**config.mk**
```make
export PLATFORM = sky130hd
export DESIGN_NAME = dfa_string_recognizer
export DESIGN_NICKNAME = d
export VERILOG_FILES = /design/src/rtl/core/dfa_pkg.sv /design/src/rtl/core/dfa_ram.sv /design/src/rtl/core/dfa_ctrl.sv /design/src/rtl/core/dfa_dpath.sv /design/src/rtl/core/dfa_string_recognizer.sv
export SDC_FILE = /design/constraint.sdc
export NUM_CORES = 1
export LEC_CHECK = 0
export ABC_AREA = 1
export BUFFER_PORTS_ARGS = -buffer_cell sky130_fd_sc_hd__buf_2
export CORE_UTILIZATION = 40
export CTS_BUF_LIST = sky130_fd_sc_hd__clkbuf_8
export DETAILED_ROUTE_END_ITERATION = 8
export HOLD_SLACK_MARGIN = 0.15
export SLEW_MARGIN = 30
export SYNTH_ARGS = -nofsm -noshare
export SYNTH_HDL_FRONTEND = slang
export SYNTH_HIERARCHICAL = 1
export SYNTH_SLANG_ARGS = --single-unit
```
**constraint.sdc**
```tcl
create_clock -name clk_i -period 2.65 [get_ports clk_i]
set_clock_uncertainty 0.2 [all_clocks]
set_input_delay 0.1325 -clock clk_i [delete_from_list [all_inputs] [get_ports clk_i]]
set_output_delay 0.1325 -clock clk_i [all_outputs]
set_load 0.01 [all_outputs]
```
**src/rtl/core/dfa_pkg.sv**
```systemverilog
package dfa_pkg;

  // Verdict codes carried in the result beat
  localparam logic [1:0] VERDICT_ACCEPT  = 2'd0;
  localparam logic [1:0] VERDICT_REJECT  = 2'd1;
  localparam logic [1:0] VERDICT_INVALID = 2'd2;

  // Input item kinds (tuser)
  localparam logic OP_WRITE = 1'b0;
  localparam logic OP_CHAR  = 1'b1;

  // Register indexes (paddr[4:3])
  localparam logic [1:0] REG_START_STATE = 2'd0;
  localparam logic [1:0] REG_ALPHA_SIZE  = 2'd1;
  localparam logic [1:0] REG_ALPHA_CHARS = 2'd2;
  localparam logic [1:0] REG_ACCEPT_MASK = 2'd3;

  localparam int STATE_W   = 4;
  localparam int CHAR_W    = 8;
  localparam int IN_DATA_W = 24;
  localparam int OUT_DATA_W = 8;
  localparam int APB_ADDR_W = 5;
  localparam int APB_DATA_W = 64;

  // Controller to datapath
  typedef struct packed {
    logic capture;  // take the input beat: write entry or start a lookup
    logic step;     // apply the lookup result, emit on last character
  } dfa_cmd_t;

  // Datapath to controller
  typedef struct packed {
    logic in_op;      // kind of the beat offered at the input
    logic last;       // captured character closes the string
    logic slot_free;  // output register can take a result this cycle
  } dfa_sts_t;

endpackage

```
**src/rtl/core/dfa_ram.sv**
```systemverilog
module dfa_ram #(
  parameter int WIDTH = 4,
  parameter int DEPTH = 128
) (
  input  logic                     clk_i,
  input  logic                     en_i,
  input  logic                     we_i,
  input  logic [$clog2(DEPTH)-1:0] addr_i,
  input  logic [WIDTH-1:0]         wdata_i,
  output logic [WIDTH-1:0]         rdata_o
);

  logic [WIDTH-1:0] mem_q [DEPTH];
  logic [WIDTH-1:0] rdata_q;

  // Single port, registered read
  always_ff @(posedge clk_i) begin
    if (en_i) begin
      if (we_i) begin
        mem_q[addr_i] <= wdata_i;
      end else begin
        rdata_q <= mem_q[addr_i];
      end
    end
  end

  assign rdata_o = rdata_q;

endmodule

```
**src/rtl/core/dfa_ctrl.sv**
```systemverilog
module dfa_ctrl (
  input  logic              clk_i,
  input  logic              rst_ni,
  input  logic              in_valid_i,
  output logic              in_ready_o,
  input  dfa_pkg::dfa_sts_t sts_i,
  output dfa_pkg::dfa_cmd_t cmd_o
);
  import dfa_pkg::*;

  localparam logic S_IDLE = 1'b0;
  localparam logic S_STEP = 1'b1;

  logic state_q, state_d;

  // Next state and commands
  always_comb begin
    state_d     = state_q;
    in_ready_o  = 1'b0;
    cmd_o       = '0;
    unique case (state_q)
      S_IDLE: begin
        in_ready_o  = 1'b1;
        cmd_o.capture = in_valid_i;
        if (in_valid_i && (sts_i.in_op == OP_CHAR)) begin
          state_d = S_STEP;
        end
      end
      S_STEP: begin
        // a last character waits until the output register is free
        if (!sts_i.last || sts_i.slot_free) begin
          cmd_o.step = 1'b1;
          state_d    = S_IDLE;
        end
      end
      default: state_d = S_IDLE;
    endcase
  end

  always_ff @(posedge clk_i or negedge rst_ni) begin
    if (!rst_ni) begin
      state_q <= S_IDLE;
    end else begin
      state_q <= state_d;
    end
  end

endmodule

```
**src/rtl/core/dfa_dpath.sv**
```systemverilog
module dfa_dpath #(
  parameter int MAX_STATES  = 16,
  parameter int MAX_SYMBOLS = 8,
  parameter int ADDR_W      = 7
) (
  input  logic                             clk_i,
  input  logic                             rst_ni,
  // configuration
  input  logic                             cfg_we_i,
  input  logic [1:0]                       cfg_idx_i,
  input  logic [dfa_pkg::APB_DATA_W-1:0]   cfg_wdata_i,
  output logic [dfa_pkg::APB_DATA_W-1:0]   cfg_rdata_o,
  // input payload
  input  logic [dfa_pkg::IN_DATA_W-1:0]    in_data_i,
  input  logic                             in_op_i,
  input  logic                             in_last_i,
  // output channel
  output logic                             out_valid_o,
  input  logic                             out_ready_i,
  output logic [dfa_pkg::OUT_DATA_W-1:0]   out_data_o,
  // transition memory port
  output logic                             ram_en_o,
  output logic                             ram_we_o,
  output logic [ADDR_W-1:0]                ram_addr_o,
  output logic [dfa_pkg::STATE_W-1:0]      ram_wdata_o,
  input  logic [dfa_pkg::STATE_W-1:0]      ram_rdata_i,
  // controller
  input  dfa_pkg::dfa_cmd_t                cmd_i,
  output dfa_pkg::dfa_sts_t                sts_o
);
  import dfa_pkg::*;

  localparam int SYM_W = (MAX_SYMBOLS > 1) ? $clog2(MAX_SYMBOLS) : 1;

  // Configuration registers
  logic [STATE_W-1:0] start_q;
  logic [3:0]         alpha_size_q;
  logic [63:0]        alpha_chars_q;
  logic [15:0]        accept_mask_q;

  // Walk state
  logic [STATE_W-1:0] state_q, state_d;
  logic               bad_q, bad_d;

  // Captured character beat
  logic               last_q;
  logic               hit_q;
  logic               oob_q;

  // Result register
  logic               out_valid_q;
  logic [1:0]         verdict_q;
  logic [STATE_W-1:0] end_q;

  // Input fields
  logic [CHAR_W-1:0]  char_code;
  logic [3:0]         row_state;
  logic [2:0]         column_symbol;
  logic [STATE_W-1:0] target_state;

  assign char_code     = in_data_i[7:0];
  assign row_state     = in_data_i[11:8];
  assign column_symbol = in_data_i[14:12];
  assign target_state  = in_data_i[18:15];

  // Parallel alphabet compare, lowest index wins
  logic             hit;
  logic [SYM_W-1:0] sym;

  always_comb begin
    hit = 1'b0;
    sym = '0;
    for (int k = MAX_SYMBOLS - 1; k >= 0; k--) begin
      if ((4'(k) < alpha_size_q) && (alpha_chars_q[8*k +: 8] == char_code)) begin
        hit = 1'b1;
        sym = SYM_W'(k);
      end
    end
  end

  // Memory address: entry writes or lookup of the present state
  logic wr_ok;
  logic st_oob;

  assign wr_ok  = (32'(row_state) < MAX_STATES) && (32'(column_symbol) < MAX_SYMBOLS);
  assign st_oob = !(32'(state_q) < MAX_STATES);

  always_comb begin
    ram_en_o    = cmd_i.capture && ((in_op_i == OP_CHAR) || wr_ok);
    ram_we_o    = (in_op_i == OP_WRITE);
    ram_wdata_o = target_state;
    if (in_op_i == OP_WRITE) begin
      ram_addr_o = ADDR_W'(32'(row_state) * MAX_SYMBOLS + 32'(column_symbol));
    end else begin
      ram_addr_o = ADDR_W'(32'(state_q) * MAX_SYMBOLS + 32'(sym));
    end
  end

  // Step: next state and invalid flag after this character
  always_comb begin
    state_d = state_q;
    bad_d   = bad_q;
    if (!bad_q) begin
      if (!hit_q) begin
        bad_d = 1'b1;
      end else if (oob_q) begin
        state_d = '0;
      end else begin
        state_d = ram_rdata_i;
      end
    end
  end

  logic slot_free;
  assign slot_free = !out_valid_q || out_ready_i;

  // Capture the character beat
  always_ff @(posedge clk_i) begin
    if (cmd_i.capture) begin
      last_q <= in_last_i;
      hit_q  <= hit;
      oob_q  <= st_oob;
    end
  end

  // Configuration and walk state
  always_ff @(posedge clk_i or negedge rst_ni) begin
    if (!rst_ni) begin
      start_q       <= '0;
      alpha_size_q  <= 4'd1;
      alpha_chars_q <= '0;
      accept_mask_q <= '0;
      state_q       <= '0;
      bad_q         <= 1'b0;
    end else begin
      if (cfg_we_i) begin
        unique case (cfg_idx_i)
          REG_START_STATE: begin
            start_q <= cfg_wdata_i[3:0];
            state_q <= cfg_wdata_i[3:0];
            bad_q   <= 1'b0;
          end
          REG_ALPHA_SIZE:  alpha_size_q  <= cfg_wdata_i[3:0];
          REG_ALPHA_CHARS: alpha_chars_q <= cfg_wdata_i;
          REG_ACCEPT_MASK: accept_mask_q <= cfg_wdata_i[15:0];
          default: ;
        endcase
      end else if (cmd_i.step) begin
        if (last_q) begin
          state_q <= start_q;
          bad_q   <= 1'b0;
        end else begin
          state_q <= state_d;
          bad_q   <= bad_d;
        end
      end
    end
  end

  // Result register valid
  always_ff @(posedge clk_i or negedge rst_ni) begin
    if (!rst_ni) begin
      out_valid_q <= 1'b0;
    end else if (cmd_i.step && last_q) begin
      out_valid_q <= 1'b1;
    end else if (out_ready_i) begin
      out_valid_q <= 1'b0;
    end
  end

  // Result payload
  always_ff @(posedge clk_i) begin
    if (cmd_i.step && last_q) begin
      end_q <= state_d;
      if (bad_d) begin
        verdict_q <= VERDICT_INVALID;
      end else if (accept_mask_q[state_d]) begin
        verdict_q <= VERDICT_ACCEPT;
      end else begin
        verdict_q <= VERDICT_REJECT;
      end
    end
  end

  // Register read back
  always_comb begin
    unique case (cfg_idx_i)
      REG_START_STATE: cfg_rdata_o = {60'd0, start_q};
      REG_ALPHA_SIZE:  cfg_rdata_o = {60'd0, alpha_size_q};
      REG_ALPHA_CHARS: cfg_rdata_o = alpha_chars_q;
      REG_ACCEPT_MASK: cfg_rdata_o = {48'd0, accept_mask_q};
      default:         cfg_rdata_o = '0;
    endcase
  end

  assign out_valid_o = out_valid_q;
  assign out_data_o  = {2'b00, end_q, verdict_q};

  assign sts_o.in_op     = in_op_i;
  assign sts_o.last      = last_q;
  assign sts_o.slot_free = slot_free;

endmodule

```
**src/rtl/core/dfa_string_recognizer.sv**
```systemverilog
// Table-driven DFA recognizer. Program the alphabet (up to eight byte characters,
// byte k is symbol k), its size, the start state and the accepting-state mask over
// the APB port (64-bit registers at byte addresses 0, 8, 16, 24), then fill the
// transition memory with write beats (tuser 0) and stream characters (tuser 1).
// A write beat is taken in the idle state; a character beat also needs the step
// state, as the transition-memory read is registered and sits inside the state
// loop. A character outside the alphabet freezes the string; a character beat
// with tlast set returns one result beat (accepted, rejected or invalid symbol,
// plus the end state) and reloads the start state. A finished result is held
// in an output register; a further last character waits while it is full and
// unread. Transition entries read before they are written return unknown data.
module dfa_string_recognizer #(
  parameter int MAX_STATES  = 16,
  parameter int MAX_SYMBOLS = 8
) (
  input  logic                             clk_i,
  input  logic                             rst_ni,
  // APB configuration
  input  logic                             psel,
  input  logic                             penable,
  input  logic                             pwrite,
  input  logic [dfa_pkg::APB_ADDR_W-1:0]   paddr,
  input  logic [dfa_pkg::APB_DATA_W-1:0]   pwdata,
  output logic [dfa_pkg::APB_DATA_W-1:0]   prdata,
  output logic                             pready,
  // input stream
  input  logic                             s_axis_tvalid,
  output logic                             s_axis_tready,
  // [7:0] char_code, [11:8] row_state, [14:12] column_symbol,
  // [18:15] target_state, [23:19] zero
  input  logic [dfa_pkg::IN_DATA_W-1:0]    s_axis_tdata,
  input  logic                             s_axis_tlast,  // last_char
  input  logic                             s_axis_tuser,  // [0] op
  // result stream
  output logic                             m_axis_tvalid,
  input  logic                             m_axis_tready,
  // [1:0] verdict, [5:2] end_state, [7:6] zero
  output logic [dfa_pkg::OUT_DATA_W-1:0]   m_axis_tdata
);
  import dfa_pkg::*;

  localparam int DEPTH  = MAX_STATES * MAX_SYMBOLS;
  localparam int ADDR_W = $clog2(DEPTH);

  dfa_cmd_t           cmd;
  dfa_sts_t           sts;
  logic               ram_en;
  logic               ram_we;
  logic [ADDR_W-1:0]  ram_addr;
  logic [STATE_W-1:0] ram_wdata;
  logic [STATE_W-1:0] ram_rdata;
  logic               cfg_we;

  assign pready = 1'b1;
  assign cfg_we = psel && penable && pwrite && pready;

  dfa_ctrl u_ctrl (
    .clk_i      (clk_i),
    .rst_ni     (rst_ni),
    .in_valid_i (s_axis_tvalid),
    .in_ready_o (s_axis_tready),
    .sts_i      (sts),
    .cmd_o      (cmd)
  );

  dfa_dpath #(
    .MAX_STATES  (MAX_STATES),
    .MAX_SYMBOLS (MAX_SYMBOLS),
    .ADDR_W      (ADDR_W)
  ) u_dpath (
    .clk_i       (clk_i),
    .rst_ni      (rst_ni),
    .cfg_we_i    (cfg_we),
    .cfg_idx_i   (paddr[4:3]),
    .cfg_wdata_i (pwdata),
    .cfg_rdata_o (prdata),
    .in_data_i   (s_axis_tdata),
    .in_op_i     (s_axis_tuser),
    .in_last_i   (s_axis_tlast),
    .out_valid_o (m_axis_tvalid),
    .out_ready_i (m_axis_tready),
    .out_data_o  (m_axis_tdata),
    .ram_en_o    (ram_en),
    .ram_we_o    (ram_we),
    .ram_addr_o  (ram_addr),
    .ram_wdata_o (ram_wdata),
    .ram_rdata_i (ram_rdata),
    .cmd_i       (cmd),
    .sts_o       (sts)
  );

  dfa_ram #(
    .WIDTH (STATE_W),
    .DEPTH (DEPTH)
  ) u_ram (
    .clk_i   (clk_i),
    .en_i    (ram_en),
    .we_i    (ram_we),
    .addr_i  (ram_addr),
    .wdata_i (ram_wdata),
    .rdata_o (ram_rdata)
  );

endmodule

```
======== Word-level counts from Yosys, hierarchy flattened ========
Memory sizes are Yosys's and may differ from the RTL's. A register that Yosys moved wholly into a read port is not among the register bits.
Cells that the tools add are included.
W data, S select, Z words.
cells by class
  bitwise logic cells ..................... 1
  shift-type cells ........................ 0
  equal/unequal tests ..................... 12
  $lt $le $gt $ge ......................... 9
  $add $sub $neg .......................... 2
  muxes and demuxes ....................... 38
  reductions and logical operators ........ 26
  multiply operators ...................... 0
  div/mod/pow operators ................... 0
operator list
  cell                  count
  $pmux W64 S4          1
  $eq A8 B8 Y1          8
  $mux W3               8
  $mux W4               6
  $mux W1               20
  $lt A3 B4 Y1 const A  4
  $add A7 B3 Y7         2
  $logic_and A1 B1 Y1   12
  $reduce_and A2 Y1     6
  $lt A1 B4 Y1 const A  2
  $lt A2 B4 Y1 const A  2
  $mux W7               1
  $reduce_or A7 Y1      1
  $lt A4 B5 Y1 const B  1
  $bmux W1 S4           1
  $eq A2 B2 Y1 const B  2
  $reduce_bool A2 Y1    2
  $eq A2 B1 Y1 const B  1
  $logic_not A1 Y1      2
  $logic_not A2 Y1      1
  $logic_or A1 B1 Y1    2
  $ne A2 B1 Y1 const B  1
  $pmux W1 S2           1
  $not A1 Y1            1
word-level totals
  input bits .............................. 102
  memories ................................ 1
  memory bits (writable) .................. 512
  memory bits (read-only) ................. 0
  latch bits .............................. 0
  word-level logic and storage cells ...... 101
  output and inout bits ................... 75
  register bits ........................... 103
memories
  name         words  width  rd ports  clocked after memory_dff  write ports  RTL line       text
  u_ram.mem_q  128    4      1         1                         1            dfa_ram.sv:13  logic [WIDTH-1:0] mem_q [DEPTH];

======== Longest topological paths before layout ========
  depth after elaboration ................. 12
  gate-level depth with buffers ........... 32
  depth with buffers taken out ............ 28

======== Hierarchy ========
Netlist, hierarchy kept.
modules (own cells, without submodules)
  module                 area an instance (um^2)  times used  cells each  seq. area each (um^2)
  dfa_ram                22412.7                  1           2282        15494.9
  dfa_dpath              5859.4                   1           800         2593.7
  dfa_ctrl               67.6                     1           9           25.0
  dfa_string_recognizer  25.0                     1           5           0.0

======== Worst setup path after synthesis ========
OpenSTA, ideal clock, no wires.
  path kind ............................... reg-to-reg
  start ................................... reg u_dpath.alpha_size_q[0]
  end ..................................... mem u_ram.mem_q[92][0], enable pin
  buffers on the path ..................... 3
  setup time .............................. 0.329 ns
  stages on the path, launching flop included .. 17
  required time ........................... 2.121 ns
  clock period less this slack ............ 2.881 ns
  arrival time ............................ 2.352 ns
  setup slack ............................. -0.231 ns
  cells stage by stage .................... dfstp_2 -> nor2_1 -> o21ai_1 -> nand4_1 -> nor2_1 -> nand2_1 -> and2_1 -> nand2_1 -> nand2_1 -> nand2_1 -> nand2_1 -> buf_2 -> nor2_1 -> buf_2 -> nand3_1 -> clkbuf_1 -> nor2_1
between the ends
  word-level cells in the longest chain between the ends .. 12
  elaborated cells between the ends (all ways) .. 26
  those cells by class .................... 1 x add/sub; 8 x order compare; 9 x mux; 8 x reduce/logical
ends and longest elaborated chain
  what                    RTL line                     text
  start, declared         dfa_dpath.sv:37              logic [3:0] alpha_size_q;
  start signal, assigned  dfa_dpath.sv:143             REG_ALPHA_SIZE: alpha_size_q <= cfg_wdata_i[3:0];
  $lt A3 B4 Y1            dfa_dpath.sv:74              if ((4'(k) < alpha_size_q) && (alpha_chars_q[8*k +: 8] == char_code)) begin
  $logic_and A1 B1 Y1     dfa_dpath.sv:74
  $mux W3 (7 in series)   dfa_dpath.sv:74
  $mux W3 *               dfa_dpath.sv:74
  $add A7 B3 Y7 *         dfa_dpath.sv:95              ram_addr_o = ADDR_W'(32'(state_q) * MAX_SYMBOLS + 32'(sym));
  $mux W7 *               dfa_dpath.sv:92              if (in_op_i == OP_WRITE) begin
  net ram_addr[1]         dfa_string_recognizer.sv:49  logic [ADDR_W-1:0] ram_addr;
  end, declared           dfa_ram.sv:13
Mark *: on every way through the listed nets, which the timed path passes. The rest lies on a longest branch.

======== Worst setup path after layout ========
  start ................................... reg u_dpath.alpha_size_q[0]
  end ..................................... reg u_ram.rdata_q[0] (netlist: u_ram/rdata_o[0]), read port of u_ram.mem_q, data pin
between the ends
  word-level cells in the longest chain between the ends .. 12
  elaborated cells between the ends (all ways) .. 26
  those cells by class .................... 1 x add/sub; 8 x order compare; 9 x mux; 8 x reduce/logical
ends and longest elaborated chain
  what                   RTL line                     text
  $lt A3 B4 Y1           dfa_dpath.sv:74
  $logic_and A1 B1 Y1    dfa_dpath.sv:74
  $mux W3 (7 in series)  dfa_dpath.sv:74
  $mux W3 *              dfa_dpath.sv:74
  $add A7 B3 Y7 *        dfa_dpath.sv:95
  $mux W7 *              dfa_dpath.sv:92
  net ram_addr[0]        dfa_string_recognizer.sv:49
  end, declared          dfa_ram.sv:14                logic [WIDTH-1:0] rdata_q;
Marked as above.
A chain may end at the register's enable or synchronous reset.

==> impl_metrics.toml <==
[status]
outcome = "finished, violations left"
violations = "negative setup slack"

[critical_path]
crit_path_top_delay_cell = "dfstp_2"
timing.critical_path.to_type = "flip-flop"
cp_max_fo = 9
cp_top_family = "simple AND/OR/NAND/NOR gates"
cpPeakStageDelay_ns = 0.54
crit_buf_inv = 4
setup.worst_path.start_class = "flip-flop"
cpMostUsedCell = "nand2_1"
cp.required_ns = 2.89
crit_arrival_ns = 3.71
path_class = "flip-flop to flip-flop"

[synth]
yosys_register_bits = 619
synth_edf_count = 524
ys_types = 45
ys.flop_type = "edfxtp_1"
async_flop_share = 0.153
synth_top_area_cell = "edfxtp_1"
netlist_area_um2 = 28400
synth_cells = 3096
synth_most_common_cell = "nand2_1"
synth_common_cells = "nand2_1 (1522), edfxtp_1 (524), nor2_1 (335)"
synth.top_cell.area_share = 0.555
ys_warn_count = 6
yosysSeqAreaShare = 0.639
synthTopCellsByArea = "edfxtp_1 (55%), nand2_1 (20%), dfrtp_1 (8.3%)"
synth.avg_cell_area_um2 = 9.16

[timing]
setup_violations = 519
drv_slew = 0
fin_hold_ws_ns = 0.211
finalSetupTns_ns = -222.32
fin_crit_sh = 1.31
finalHoldViolations = 0
final.setup.worst_slack_ns = -0.822
min_period_ns = 3.47
tightest_slew_ns = 0.698
slew_headroom = 0.530
rsz0062_at_grt = "yes"
fmax_mhz = 288

[floorplan]
num_io_pins = 177
num_rows = 97
die_w_um = 268
initial_core_util = 0.404
die_y_um = 268
die_area_um2 = 72000
core_area_um2 = 70100

[clock_tree]
cts_sinks = 619
path_clk_slew_ns = 0.06
cts_root_buf = "clkbuf_8"
clk-insertion-delay-late_ns = 0.71
cts_buffers = 105
cts_tree = "yes"
cts_buffer_depth = 3
h-tree-depth = 3

[place]
io_buffers = 165
dp.final_hpwl_mm = 51.8
routabilityCongestion = 0.857

[route]
avgViaCountPerCell = 4.87
wirelength_mm = 83.3
drtPass1Iterations = 6
vias = 23100
ant_nets = 0
drc = 0
routedWlPerCell_um = 17.5
drtIter0Drc = 1890

[cells_and_area]
final_nets = 3829
final_layout_size_suffix_gt1_frac = 0.218
area_growth_syn_to_layout_pct = 32.2
fillers = 6253

[power]
vdd_drop_max_uv = 360
p_per_area_nw_per_um2 = 614
p_leak_nw = 16.6

[run]
cap_violations = 0

[global_route]
grt_pass1_wl_mm = 127
grt_antenna_before_repair = 2
grt_start_max_net_pins = 129
grt_pass1_vias = 22700
grt_overflow_total = 0
grt_util_all_layers = 0.231

[min_path]
hold_path_class = "input pin to flip-flop"
==> power by group <==
part	internal, mW	leakage (nW)	switching, mW	total [mW]
combinational	1.65	9.73	2.19	3.83
sequential	10.9	5.80	0.257	11.2
clock	4.18	1.11	3.84	8.02
total	16.7	16.6	6.28	23.0
==> placed cells by master (no fill, tap or decap), drive strengths merged <==
cell / synthesis / layout
o22ai: 5 / 5
diode: 0 / 2
a211oi: 1 / 1
conb: 2 / 3
o2111ai: 5 / 5
clkinvlp: 0 / 2
buf: 135 / 491
bufbuf: 0 / 2
o211ai: 5 / 5
xnor2: 12 / 12
clkbuf: 22 / 119
nor3: 7 / 7
a21oi: 61 / 61
a22oi: 1 / 1
nand4: 11 / 11
or2: 12 / 12
a22o: 3 / 3
xor2: 8 / 8
dlygate4sd3: 0 / 184
bufinv: 0 / 2
o21ai: 66 / 66
nor2: 339 / 339
inv: 184 / 212
dfrtp: 94 / 94
nor4: 2 / 2
and2: 2 / 2
dfstp: 1 / 1
nand3: 61 / 61
nand2: 1527 / 1527
edfxtp: 524 / 524
a311oi: 3 / 3
o21bai: 1 / 1
a221oi: 1 / 1
clkinv: 1 / 42
==> final timing paths <==
kind / startpoint / end / slack (ns) / depth (start not counted)
max in group asynchronous: rst_ni / u_dpath/alpha_chars_q[28] / 1.45 / 5
min: s_axis_tdata[17] / u_ram/mem_q[53][2] / 0.21 / 2
min in group asynchronous: rst_ni / u_dpath/alpha_chars_q[56] / 0.32 / 4
max reg2reg: u_dpath/alpha_size_q[0] / u_ram/rdata_o[0] / -0.82 / 29
max: u_dpath/alpha_size_q[0] / u_ram/rdata_o[0] / -0.82 / 29
min reg2reg: u_dpath/accept_mask_q[4] / u_dpath/accept_mask_q[4] / 0.30 / 2
==> sequential cells by signal, summed over array words and instances, names as in the netlist <==
signal,flops
u_dpath/start_q,4
u_ram/mem_q,512
u_dpath/out_valid_o,1
u_dpath/state_q,4
u_dpath/alpha_chars_q,64
u_dpath/accept_mask_q,16
u_dpath/alpha_size_q,4
u_dpath/last_q,1
u_dpath/end_q,4
u_ctrl/state_q,1
u_ram/rdata_o,4
u_dpath/bad_q,1
u_dpath/verdict_q,2
u_dpath/hit_q,1
==> cells by family after synthesis <==
| family | after synthesis | synth area share |
|---|---|---|
| AOI/OAI and AO/OA | 152 | 0.0304 |
| other | 2 | 0.000265 |
| buffers and inverters | 342 | 0.0583 |
| and+or+nand+nor | 1961 | 0.266 |
| xor gates and xnor gates | 20 | 0.00618 |
| DFF | 619 | 0.639 |
==> worst reg2reg max path, delay by kind of cell, from the launching register on <==
kind	cells	cell delay, ns
simple gates	25	1.91
buf+inv	4	0.56
flops	1	0.54
==> cell type report <==
| class | instances | area (µm²) | share of cell area |
|---|---|---|---|
| antenna | 2 | 5.00 | 0.000133 |
| clock buffer | 116 | 1600 | 0.0426 |
| clock inverter | 73 | 355 | 0.00947 |
| inverter | 185 | 728 | 0.0194 |
| multi-input combinational | 2136 | 9440 | 0.252 |
| sequential | 619 | 18100 | 0.483 |
| tap | 940 | 1180 | 0.0314 |
| timing repair buffer | 680 | 6090 | 0.162 |
==> metal layers <==
| layer | vias up | GRT usage | share of wire |
|---|---|---|---|
| met4 | 0 | 0.0761 | 0.029 |
| met5 | - | 0 | 0 |
| met1 | 11000 | 0.308 | 0.44 |
| met2 | 758 | 0.384 | 0.47 |
| li1 | 11200 | - | - |
| met3 | 178 | 0.0365 | 0.063 |
==> stage by stage <==
stage / total power [mW] / std cells / area (µm²) / util / setup slack (ns)
floorplan: 13.1 / 3097 / 28900 / - / -0.0613
global placement: 14.6 / 4336 / 32600 / 0.464 / -0.956
detailed placement: 14.6 / 4336 / 32600 / 0.464 / -0.981
CTS: 23.0 / 4732 / 37100 / 0.529 / -0.762
global route: 24.0 / 4751 / 37500 / 0.535 / -1.00
finish: 23.0 / 4751 / 37500 / 0.535 / -0.822
==> timing repair <==
action	in CTS	in global routing
hold buffers	185	0
buffers inserted	15	15
pin swaps	17	46
resized for setup	103	62
setup endpoints to repair	516	532
endpoints found under the hold margin	720	0
gates cloned	7	3
No activity file was read; power rests on OpenSTA's default activity.
